==> src/rtl/ptt_pkg.sv <==
`timescale 1ns / 1ps

package ptt_pkg;

	// Request codes
	localparam logic [1:0] OP_ARM    = 2'd0;
	localparam logic [1:0] OP_CANCEL = 2'd1;
	localparam logic [1:0] OP_TICK   = 2'd2;
	localparam logic [1:0] OP_FREE   = 2'd3;

	// Result kinds
	localparam logic [1:0] KIND_ARM    = 2'd0;
	localparam logic [1:0] KIND_CANCEL = 2'd1;
	localparam logic [1:0] KIND_FIRE   = 2'd2;
	localparam logic [1:0] KIND_FREE   = 2'd3;

	localparam logic [15:0] ID_NONE = 16'hFFFF;

	typedef struct packed {
		logic [15:0] id;
		logic [31:0] reload;
		logic [31:0] counter;
	} entry_t;

	typedef struct packed {
		logic        vld;
		logic [1:0]  kind;
		logic        ok;
		logic [15:0] id;
		logic        last;
	} res_t;

endpackage

==> src/rtl/ptt_ram.sv <==
`timescale 1ns / 1ps

module ptt_ram #(
	parameter int WIDTH = 8,
	parameter int DEPTH = 16
) (
	input  logic                                    clk,
	input  logic                                    wr_en,
	input  logic [((DEPTH > 1) ? $clog2(DEPTH) : 1)-1:0] wr_addr,
	input  logic [WIDTH-1:0]                        wr_data,
	input  logic                                    rd_en,
	input  logic [((DEPTH > 1) ? $clog2(DEPTH) : 1)-1:0] rd_addr,
	output logic [WIDTH-1:0]                        rd_data
);

	logic [WIDTH-1:0] mem_q [DEPTH];

	always_ff @(posedge clk) begin
		if (wr_en) begin
			mem_q[wr_addr] <= wr_data;
		end
		if (rd_en) begin
			rd_data <= mem_q[rd_addr];
		end
	end

endmodule

==> src/rtl/ptt_ctrl.sv <==
`timescale 1ns / 1ps

module ptt_ctrl #(
	parameter int MAX_TIMERS = 16
) (
	input  logic                 clk,
	input  logic                 arst_n,
	input  logic                 start,
	output logic                 busy,
	input  logic [1:0]           opcode,
	input  logic [15:0]          timer_id,
	input  logic [31:0]          period_ticks,
	output logic                 rd_en,
	output logic [((MAX_TIMERS > 1) ? $clog2(MAX_TIMERS) : 1)-1:0] rd_addr,
	input  ptt_pkg::entry_t      rd_data,
	output logic                 wr_en,
	output logic [((MAX_TIMERS > 1) ? $clog2(MAX_TIMERS) : 1)-1:0] wr_addr,
	output ptt_pkg::entry_t      wr_data,
	output ptt_pkg::res_t        res
);

	import ptt_pkg::*;

	localparam int IW = (MAX_TIMERS > 1) ? $clog2(MAX_TIMERS) : 1;
	localparam int CW = $clog2(MAX_TIMERS + 1);
	localparam logic [CW-1:0] MaxCnt = CW'(MAX_TIMERS);
	localparam logic [15:0]   MaxId  = 16'(MAX_TIMERS);

	localparam logic [1:0] ST_IDLE  = 2'd0;
	localparam logic [1:0] ST_SCAN  = 2'd1;
	localparam logic [1:0] ST_SHIFT = 2'd2;
	localparam logic [1:0] ST_FREE  = 2'd3;

	logic [1:0]            st_q;
	logic [1:0]            op_q;
	logic [15:0]           id_q;
	logic [31:0]           ticks_q;
	logic [CW-1:0]         cnt_q;
	logic [CW-1:0]         rd_q;
	logic                  vld_s1;
	logic [IW-1:0]         idx_s1;
	logic                  hit_q;
	logic [IW-1:0]         slot_q;
	logic                  pend_q;
	logic [15:0]           pend_id_q;
	logic [MAX_TIMERS-1:0] used_q;
	logic [CW-1:0]         cand_q;

	logic walking;
	logic rd_go;
	logic walk_end;
	logic arm_ok;
	logic fire;

	assign busy     = (st_q != ST_IDLE);
	assign walking  = (st_q == ST_SCAN) || (st_q == ST_SHIFT);
	assign rd_go    = walking && (rd_q < cnt_q);
	assign walk_end = walking && !rd_go && !vld_s1;
	assign arm_ok   = !hit_q && (cnt_q < MaxCnt);
	assign fire     = (rd_data.counter == 32'd0);

	assign rd_en   = rd_go;
	assign rd_addr = rd_q[IW-1:0];

	// Memory write port: tick write-back, arm append, cancel shift-down
	always_comb begin
		wr_en   = 1'b0;
		wr_addr = idx_s1;
		wr_data = rd_data;
		if (st_q == ST_SCAN && vld_s1 && op_q == OP_TICK) begin
			wr_en           = 1'b1;
			wr_data.counter = fire ? rd_data.reload : rd_data.counter - 32'd1;
		end else if (st_q == ST_SCAN && walk_end && op_q == OP_ARM && arm_ok) begin
			wr_en   = 1'b1;
			wr_addr = cnt_q[IW-1:0];
			wr_data = '{id: id_q, reload: ticks_q, counter: ticks_q};
		end else if (st_q == ST_SHIFT && vld_s1) begin
			wr_en   = 1'b1;
			wr_addr = idx_s1 - IW'(1);
		end
	end

	// Result request; each firing is held back until the next one is found, so the final one can carry last
	always_comb begin
		res = '0;
		case (st_q)
			ST_SCAN: begin
				if (vld_s1 && op_q == OP_TICK && fire && pend_q) begin
					res = '{vld: 1'b1, kind: KIND_FIRE, ok: 1'b1, id: pend_id_q, last: 1'b0};
				end else if (walk_end) begin
					case (op_q)
						OP_ARM: begin
							res = '{vld: 1'b1, kind: KIND_ARM, ok: arm_ok, id: id_q, last: 1'b1};
						end
						OP_CANCEL: begin
							if (!hit_q) begin
								res = '{vld: 1'b1, kind: KIND_CANCEL, ok: 1'b0, id: id_q,
									last: 1'b1};
							end
						end
						OP_TICK: begin
							if (pend_q) begin
								res = '{vld: 1'b1, kind: KIND_FIRE, ok: 1'b1, id: pend_id_q,
									last: 1'b1};
							end
						end
						default: begin
							res = '0;
						end
					endcase
				end
			end
			ST_SHIFT: begin
				if (walk_end) begin
					res = '{vld: 1'b1, kind: KIND_CANCEL, ok: 1'b1, id: id_q, last: 1'b1};
				end
			end
			ST_FREE: begin
				if (cand_q == MaxCnt) begin
					res = '{vld: 1'b1, kind: KIND_FREE, ok: 1'b0, id: ID_NONE, last: 1'b1};
				end else if (!used_q[cand_q[IW-1:0]]) begin
					res = '{vld: 1'b1, kind: KIND_FREE, ok: 1'b1, id: 16'(cand_q), last: 1'b1};
				end
			end
			default: begin
				res = '0;
			end
		endcase
	end

	// Control state
	always_ff @(posedge clk or negedge arst_n) begin
		if (!arst_n) begin
			st_q   <= ST_IDLE;
			cnt_q  <= '0;
			vld_s1 <= 1'b0;
		end else begin
			case (st_q)
				ST_IDLE: begin
					vld_s1 <= 1'b0;
					if (start) begin
						st_q <= ST_SCAN;
					end
				end
				ST_SCAN: begin
					vld_s1 <= rd_go;
					if (walk_end) begin
						case (op_q)
							OP_ARM: begin
								if (arm_ok) begin
									cnt_q <= cnt_q + CW'(1);
								end
								st_q <= ST_IDLE;
							end
							OP_CANCEL: begin
								st_q <= hit_q ? ST_SHIFT : ST_IDLE;
							end
							OP_TICK: begin
								st_q <= ST_IDLE;
							end
							default: begin
								st_q <= ST_FREE;
							end
						endcase
					end
				end
				ST_SHIFT: begin
					vld_s1 <= rd_go;
					if (walk_end) begin
						cnt_q <= cnt_q - CW'(1);
						st_q  <= ST_IDLE;
					end
				end
				ST_FREE: begin
					if (res.vld) begin
						st_q <= ST_IDLE;
					end
				end
				default: begin
					st_q <= ST_IDLE;
				end
			endcase
		end
	end

	// Request fields and walk bookkeeping
	always_ff @(posedge clk) begin
		if (st_q == ST_IDLE && start) begin
			op_q    <= opcode;
			id_q    <= timer_id;
			ticks_q <= period_ticks;
			rd_q    <= '0;
			hit_q   <= 1'b0;
			pend_q  <= 1'b0;
			used_q  <= '0;
		end
		if (rd_go) begin
			rd_q <= rd_q + CW'(1);
		end
		idx_s1 <= rd_q[IW-1:0];
		if (st_q == ST_SCAN && vld_s1) begin
			case (op_q)
				OP_ARM, OP_CANCEL: begin
					if (rd_data.id == id_q) begin
						hit_q  <= 1'b1;
						slot_q <= idx_s1;
					end
				end
				OP_TICK: begin
					if (fire) begin
						pend_q    <= 1'b1;
						pend_id_q <= rd_data.id;
					end
				end
				default: begin
					if (rd_data.id < MaxId) begin
						used_q[rd_data.id[IW-1:0]] <= 1'b1;
					end
				end
			endcase
		end
		if (st_q == ST_SCAN && walk_end) begin
			// restart the walk just past the removed entry
			rd_q   <= CW'(slot_q) + CW'(1);
			cand_q <= CW'(1);
		end
		if (st_q == ST_FREE) begin
			cand_q <= cand_q + CW'(1);
		end
	end

`ifndef SYNTHESIS
	a_cnt_range: assert property (@(posedge clk) disable iff (!arst_n)
		cnt_q <= MaxCnt)
		else $error("entry count beyond table size");
	a_wr_walk: assert property (@(posedge clk) disable iff (!arst_n)
		wr_en |-> walking)
		else $error("table write outside a walk");
	a_fire_tick: assert property (@(posedge clk) disable iff (!arst_n)
		res.vld && res.kind == KIND_FIRE |-> op_q == OP_TICK)
		else $error("firing reported for a non-tick request");
	a_last_idle: assert property (@(posedge clk) disable iff (!arst_n)
		res.vld && res.last |=> st_q == ST_IDLE)
		else $error("sequencer still busy after final result");
	a_pipe_walk: assert property (@(posedge clk) disable iff (!arst_n)
		vld_s1 |-> walking)
		else $error("read data pending outside a walk");
`endif

endmodule

==> src/rtl/periodic_timer_table_top.sv <==
`timescale 1ns / 1ps

// Periodic timer table: up to MAX_TIMERS timers kept in arming order.
// Request channel: drive opcode, timer_id and period_ticks with start high;
// the request is taken at a rising edge where busy is low. Arm appends a
// timer, cancel removes one (later entries move down), tick counts every
// timer down and reports and reloads each one already at zero, find-free reports the
// lowest unused id from 1 to MAX_TIMERS-1.
// Result channel: each result shows for exactly one cycle with result_valid
// high; last marks the final result of a request. There is no back-pressure.
// Arm, tick and find-free walk the table once, and find-free then tests
// candidate ids in turn; cancel walks the table and then, on a hit, moves
// the tail down. Tick's firings appear during the walk. All timer state
// sits in one single-port-read memory, read one entry per cycle during a
// walk; one request is in flight at a time.
// Reset empties the table and drops any result in flight.

module periodic_timer_table_top #(
	parameter int MAX_TIMERS = 16
) (
	input  logic        clk,
	input  logic        arst_n,
	input  logic        start,
	output logic        busy,
	input  logic [1:0]  opcode,
	input  logic [15:0] timer_id,
	input  logic [31:0] period_ticks,
	output logic        result_valid,
	output logic [1:0]  kind,
	output logic        ok,
	output logic [15:0] result_id,
	output logic        last
);

	import ptt_pkg::*;

	localparam int IW = (MAX_TIMERS > 1) ? $clog2(MAX_TIMERS) : 1;

	logic          rd_en;
	logic [IW-1:0] rd_addr;
	entry_t        rd_data;
	logic          wr_en;
	logic [IW-1:0] wr_addr;
	entry_t        wr_data;
	res_t          res;
	res_t          res_q;

	// Sequencer: walks the table, modifies and writes back entries
	ptt_ctrl #(
		.MAX_TIMERS(MAX_TIMERS)
	) u_ctrl (
		.clk         (clk),
		.arst_n      (arst_n),
		.start       (start),
		.busy        (busy),
		.opcode      (opcode),
		.timer_id    (timer_id),
		.period_ticks(period_ticks),
		.rd_en       (rd_en),
		.rd_addr     (rd_addr),
		.rd_data     (rd_data),
		.wr_en       (wr_en),
		.wr_addr     (wr_addr),
		.wr_data     (wr_data),
		.res         (res)
	);

	// Timer entries: id, reload and counter in one word
	ptt_ram #(
		.WIDTH($bits(entry_t)),
		.DEPTH(MAX_TIMERS)
	) u_ram (
		.clk    (clk),
		.wr_en  (wr_en),
		.wr_addr(wr_addr),
		.wr_data(wr_data),
		.rd_en  (rd_en),
		.rd_addr(rd_addr),
		.rd_data(rd_data)
	);

	// Hold each result for one cycle in the output register
	always_ff @(posedge clk or negedge arst_n) begin
		if (!arst_n) begin
			res_q <= '0;
		end else begin
			res_q <= res;
		end
	end

	assign result_valid = res_q.vld;
	assign kind         = res_q.kind;
	assign ok           = res_q.ok;
	assign result_id    = res_q.id;
	assign last         = res_q.last;

endmodule

==> config.mk <==
export PLATFORM = sky130hd
export DESIGN_NAME = periodic_timer_table_top
export DESIGN_NICKNAME = d
export VERILOG_FILES = /design/src/rtl/ptt_pkg.sv /design/src/rtl/ptt_ram.sv /design/src/rtl/ptt_ctrl.sv /design/src/rtl/periodic_timer_table_top.sv
export SDC_FILE = /design/constraint.sdc
export NUM_CORES = 2
export LEC_CHECK = 0
export BUFFER_PORTS_ARGS = -buffer_cell sky130_fd_sc_hd__buf_2
export CAP_MARGIN = 20
export CORE_UTILIZATION = 35
export CTS_CLUSTER_SIZE = 10
export DETAILED_ROUTE_END_ITERATION = 12
export PLACE_DENSITY = 0.58
export SKIP_CTS_REPAIR_TIMING = 1
export SYNTH_ARGS = -nofsm -noshare
export SYNTH_HDL_FRONTEND = slang
export SYNTH_SLANG_ARGS = --single-unit
==> constraint.sdc <==
create_clock -name clk -period 19.2 [get_ports clk]
set_input_delay 1.92 -clock clk [delete_from_list [all_inputs] [get_ports clk]]
set_output_delay 1.92 -clock clk [all_outputs]
set_load 0.02 [all_outputs]
## Word level (Yosys, flattened, before mapping)

Memories as Yosys holds them, arrays and structs flattened. A register that Yosys moved wholly into a read port is not among the register bits.
Index checks and enable logic that the tools add are counted.
W data, S select, Z words.

| storage, ports and cells | value |
|---|---|
| register bits | 131 |
| bits in latches | 0 |
| RAM bits | 1280 |
| memory bits (read-only) | 0 |
| word-level logic and storage cells | 137 |
| memories kept | 1 |

Memory list:

| memory | depth | bits a word | rd ports | clocked after memory_dff | write ports | RTL line | RTL |
|---|---|---|---|---|---|---|---|
| u_ram.mem_q | 16 | 80 | 1 | 1 | 1 | ptt_ram.sv:16 | `logic [WIDTH-1:0] mem_q [DEPTH];` |

| operators by class | value |
|---|---|
| add/sub/neg operators | 7 |
| multipliers | 0 |
| divide/modulo/power cells | 0 |
| order comparisons | 6 |
| eq/ne operators | 13 |
| shift-type cells | 0 |
| muxes and demuxes | 55 |
| bitwise logic cells | 1 |
| reductions and logical operators | 35 |

Operators by type and width:

| kind | count |
|---|---|
| $mux W21 | 7 |
| $pmux W21 S3 | 2 |
| $mux W80 | 1 |
| $mux W16 | 4 |
| $mux W32 | 2 |
| $mux W48 | 1 |
| $mux W5 | 9 |
| $logic_not A32 Y1 | 1 |
| $sub A32 B1 Y32 const B | 1 |
| $eq A16 B16 Y1 | 1 |
| $lt A16 B5 Y1 const B | 1 |
| $or A16 B16 Y16 | 1 |
| $add A5 B1 Y5 const B | 3 |
| $logic_and A1 B1 Y1 | 15 |
| $mux W1 | 15 |
| $mux W4 | 3 |
| $lt A4 B5 Y1 const B | 2 |
| $mux W2 | 5 |
| $pmux W5 S2 | 1 |
| $ne A2 B1 Y1 const B | 4 |
| $pmux W2 S4 | 1 |
| $reduce_bool A2 Y1 | 4 |
| $eq A2 B2 Y1 const B | 3 |
| $reduce_and A3 Y1 | 2 |
| 21 further kinds | 28 |

## Longest topological paths before layout

| logic depth | value |
|---|---|
| word-level depth | 13 |
| depth in mapped cells | 11 |

## Cells and area by module

Synthesis repeated with hierarchy kept, for this count alone.

| second synthesis, totals | value |
|---|---|
| cells, all modules | 2875 |
| area total of the unflattened synthesis | 57785.4 µm² |

By module, submodules not included:

| module | times used | cells an instance | area an instance (µm²) | seq. area each (µm²) |
|---|---|---|---|---|
| ptt_ram | 1 | 2054 | 50223.2 | 40839.2 |
| ptt_ctrl | 1 | 800 | 7036.7 | 3042.9 |
| periodic_timer_table_top | 1 | 21 | 525.5 | 525.5 |

## Least setup slack after synthesis

Ideal clock, no wire load.

| timing path | value |
|---|---|
| path type | register to register |
| start point | reg u_ctrl.rd_q[4] |
| end point | mem u_ram.mem_q[10][0] (netlist bit), enable pin |
| setup time | 0.617 ns |
| arrival | 7.407 ns |
| slack | 11.176 ns |
| cell stages (with the launch flop) | 9 |
| buffers on the path | 1 |
| path through | edfxtp_1 > ha_1 > a21oi_1 > a21oi_1 > a21oi_1 > o211ai_1 > and3_1 > clkbuf_1 > nor3_1 |

| between the ends | value |
|---|---|
| word-level cells in the longest chain between the ends | 12 |
| elaborated cells on any way between the ends | 14 |
| those cells by class | 1 x order compare; 6 x mux; 7 x reduce/logical |

RTL lines:

| item | RTL line | RTL |
|---|---|---|
| from (decl) | ptt_ctrl.sv:39 | `logic [CW-1:0] rd_q;` |
| from (signal assigned) | ptt_ctrl.sv:198 | `rd_q <= rd_q + CW'(1);` |
| from (signal assigned) | ptt_ctrl.sv:224 | `rd_q <= CW'(slot_q) + CW'(1);` |
| $lt A5 B5 Y1 (*) | ptt_ctrl.sv:57 | `assign rd_go = walking && (rd_q < cnt_q);` |
| $logic_and A1 B1 Y1 (*) | ptt_ctrl.sv:57 |  |
| $logic_not A1 Y1 (*) | ptt_ctrl.sv:58 | `assign walk_end = walking && !rd_go && !vld_s1;` |
| $logic_and A1 B1 Y1 (*) (2 in a row) | ptt_ctrl.sv:58 |  |
| $logic_and A1 B1 Y1 (*) (3 in a row) | ptt_ctrl.sv:73 | `end else if (st_q == ST_SCAN && walk_end && op_q == OP_ARM && arm_ok) begin` |
| $mux W1 | ptt_ctrl.sv:73 |  |
| $mux W1 | ptt_ctrl.sv:70 | `if (st_q == ST_SCAN && vld_s1 && op_q == OP_TICK) begin` |
| $mux W1 | ptt_ram.sv:19 | `if (wr_en) begin` |
| $mux W1 (not written as such) | ptt_ram.sv:20 | `mem_q[wr_addr] <= wr_data;` |
| to (decl) | ptt_ram.sv:16 |  |

Mark *: on every way between the ends. The rest lies on a longest branch, timed or not.

## Worst setup path in the final report

| timing path | value |
|---|---|
| start point | reg u_ctrl.rd_q[3] |
| end point | mem u_ram.mem_q[6][37] (netlist bit), enable pin |

The elaborated chain is that of the path after synthesis.

==> impl_metrics.py <==
metrics = {
    "cts": {
        "clock_latency_ns": 0.81,
        "cts.path.max_buffers": 3,
        "clkTransAtPathRegs_ns": 0.06,
        "htreeDepth": 4,
        "cts_root_buf": "clkbuf_16",
        "cts_buffers": 169,
        "cts_tree": "done",
        "cts_sinks": 1491,
    },
    "floorplanning": {
        "io_pins": 75,
        "die_h_um": 410,
        "fp.dieW_um": 410,
        "rows": 149,
        "start_util_pct": 35.3,
        "coreArea_um2": 165000,
        "die_area_um2": 168000,
    },
    "logic_synthesis": {
        "synth_cell_types": 67,
        "syn-num-nets": 2852,
        "yosysWarnings": 0,
        "synth_area_leader_cell": "edfxtp_1",
        "synth_edf_count": 1440,
        "synthCells": 2778,
        "synth_flop_cell": "edfxtp_1",
        "syn_avg_cell_area_um2": 21.0,
        "yosysSeqAreaShare_pct": 76.2,
        "synthArstFlopShare_pct": 1.95,
        "synthTopCellsByArea": "edfxtp_1 74%, mux4_2 15%, nand2_1 1.3%",
        "synth_top_area_share_pct": 74.2,
        "synth_seq_cells": 1491,
        "syn_area_um2": 58300,
    },
    "cells_and_area": {
        "area_growth_pct": 13.6,
        "diodes": 0,
        "drive_gt1_share_pct": 25.8,
        "fin_nets": 3029,
    },
    "global_route": {
        "gr-total-overflow": 0,
        "antenna_found_initial": 1,
        "grt_max_degree": 93,
        "first_global_vias": 28912,
        "grtUsageTotal_pct": 17.4,
        "grt_pass1_wl_um": 211000,
    },
    "outcome": {
        "outcome": "complete, but fails checks",
        "failed_checks": "design-rule violations",
    },
    "drt": {
        "wire_per_inst_um": 28.2,
        "drtIter0Drc": 3524,
        "drc": 12,
        "highest_layer": "met4",
        "viasPerCell": 5.56,
        "wl_met1_um": 65300,
        "dr_wl_met3_um": 10800,
        "wl_um": 146000,
        "postRouteAntennaNets": 0,
        "firstDrtPassIters": 9,
        "num_vias": 28854,
        "route.met2.wl_um": 67500,
    },
    "pwr": {
        "ir_worst_vdd_uv": 109,
        "p_leak_nw": 20.7,
        "powerDensity_nw_per_um2": 155,
        "power_w": 0.0103,
    },
    "sta": {
        "layout_min_cycle_time_ns": 5.47,
        "fin_skew_ns": 0.0497,
        "drv_slew": 0,
        "fmax_ghz": 0.183,
        "tightest_slew_ns": 1.15,
        "fin_crit_sh_pct": 28.5,
        "finalHoldViolations": 0,
        "rsz0062_at_grt": "no",
        "tns_ns": 0,
        "max-slew-margin-rel_pct": 22.5,
        "finalSetupViolCount": 0,
    },
    "min_path": {
        "min_path_cells": 2,
        "hold_path_class": "flip-flop to flip-flop",
    },
    "worst_setup_path": {
        "startpoint_type": "flip-flop",
        "crit_path_end_kind": "flip-flop",
        "criticalPathCategory": "flip-flop to flip-flop",
        "crit_required_ns": 19.62,
        "reg2reg_depth": 11,
        "cp.arrival_ns": 5.89,
        "cp_max_fo": 84,
    },
    "placement": {
        "dp_hpwl_um": 82100,
        "finalWeightedCongestion": 0.860,
        "io_buffers": 74,
    },
    "flow_run": {
        "drv_cap": 0,
    },
}
path summary, 6_finish.rpt:
kind	startpoint	endpoint	slack (ns)
setup reg to reg	u_ctrl.rd_q[3]$_DFFE_PP_	u_ram.mem_q[6][37]$_DFFE_PP_	13.73
max in group asynchronous	arst_n	result_id[6]$_DFF_PN0_	17.53
hold reg to reg	u_ctrl.used_q[12]$_DFF_P_	u_ctrl.used_q[12]$_DFF_P_	0.45
setup / recovery	u_ctrl.rd_q[3]$_DFFE_PP_	u_ram.mem_q[6][37]$_DFFE_PP_	13.73
hold / removal	u_ctrl.used_q[12]$_DFF_P_	u_ctrl.used_q[12]$_DFF_P_	0.45
min in group asynchronous	arst_n	u_ctrl.cnt_q[3]$_DFFE_PN0P_	1.20
layout make-up:
class	instances	area, µm²
Fill cell	14531	98900
Sequential cell	1491	44400
Multi-Input combinational cell	1114	13300
Clock buffer	190	4320
Tap cell	2189	2740
Timing Repair Buffer	151	1010
Clock inverter	22	317
Inverter	28	108
critical path, cell delays in order (launching register included):
cell and delay, ns:
edfxtp_1 0.37, buf_12 0.61, ha_1 0.30, nand3_1 0.14, a21oi_1 0.20, a21oi_1 0.22
nor2_4 0.18, buf_4 0.65, a21boi_0 0.58, nor3_2 0.30, buf_4 0.77, buf_4 0.65
layout by cell type, fill, tap and decap left out, types with 12 or more instances in the layout:
master	count
a21oi_1	51
buf_2	75
buf_4	72
clkbuf_1	20
clkbuf_16	169
dfrtp_1	29
dfxtp_1	22
edfxtp_1	1440
ha_1	20
inv_1	26
mux4_2	401
nand2_1	208
nand3_1	36
nor2_1	46
nor3_1	19
nor3_2	13
nor4_1	21
o211ai_1	18
o21ai_0	37
o2bb2ai_1	12
xnor2_1	23
xor2_1	29
flip-flops by register name (all words and copies together), names as in the netlist, 5 cells and up:
name,count
result_id,16
u_ctrl.cand_q,5
u_ctrl.cnt_q,5
u_ctrl.id_q,16
u_ctrl.pend_id_q,16
u_ctrl.rd_q,5
u_ctrl.ticks_q,32
u_ctrl.used_q,16
u_ram.mem_q,1280
u_ram.rd_data,80
power by group:
part           internal [W]  total [W]  switching, W
Combinational       0.00106    0.00273       0.00167
Clock               0.00159    0.00282       0.00123
Sequential          0.00442    0.00471      0.000283
Total               0.00707     0.0103       0.00318
cells in the mapped netlist (22+ instances only):
cell / number
a21oi_1: 52
buf_1: 27
clkbuf_1: 113
dfrtp_1: 29
dfxtp_1: 22
edfxtp_1: 1440
inv_1: 28
mux4_2: 401
nand2_1: 209
nand3_1: 36
nor2_1: 52
nor3_1: 31
o21ai_0: 37
xnor2_1: 23
xor2_1: 29
cells by family after synthesis:
family / share of synthesized area (%)
and+or+nand+nor: 3.32
AOI/OAI and AO/OA: 2.43
xor gates and xnor gates: 0.781
adders and majority gates: 0.464
muxes: 15.7
buffers and inverters: 1.14
DFF: 76.2
stage by stage:
step           setup slack, ns  cell area, µm²  hold WS (ns)  util, %  cells
2_1_floorplan            11.18           58300         0.375        -   2778
5_1_grt                  13.40           66200         0.490     40.1   5185
4_1_cts                  13.64           66100         0.457     40.0   5177
3_5_place_dp             13.64           61500         0.444     37.2   4965
3_3_place_gp             13.65           61500         0.435     37.2   4963
6_report                 13.73           66200         0.454     40.1   5185
routing by layer:
layer,vias to the layer above,GRT usage (%)
met5,-,0
met3,202,3.14
met2,1291,26.4
met1,15519,25.8
met4,0,4.50
li1,11842,-
(Power assumes the default switching activity.)
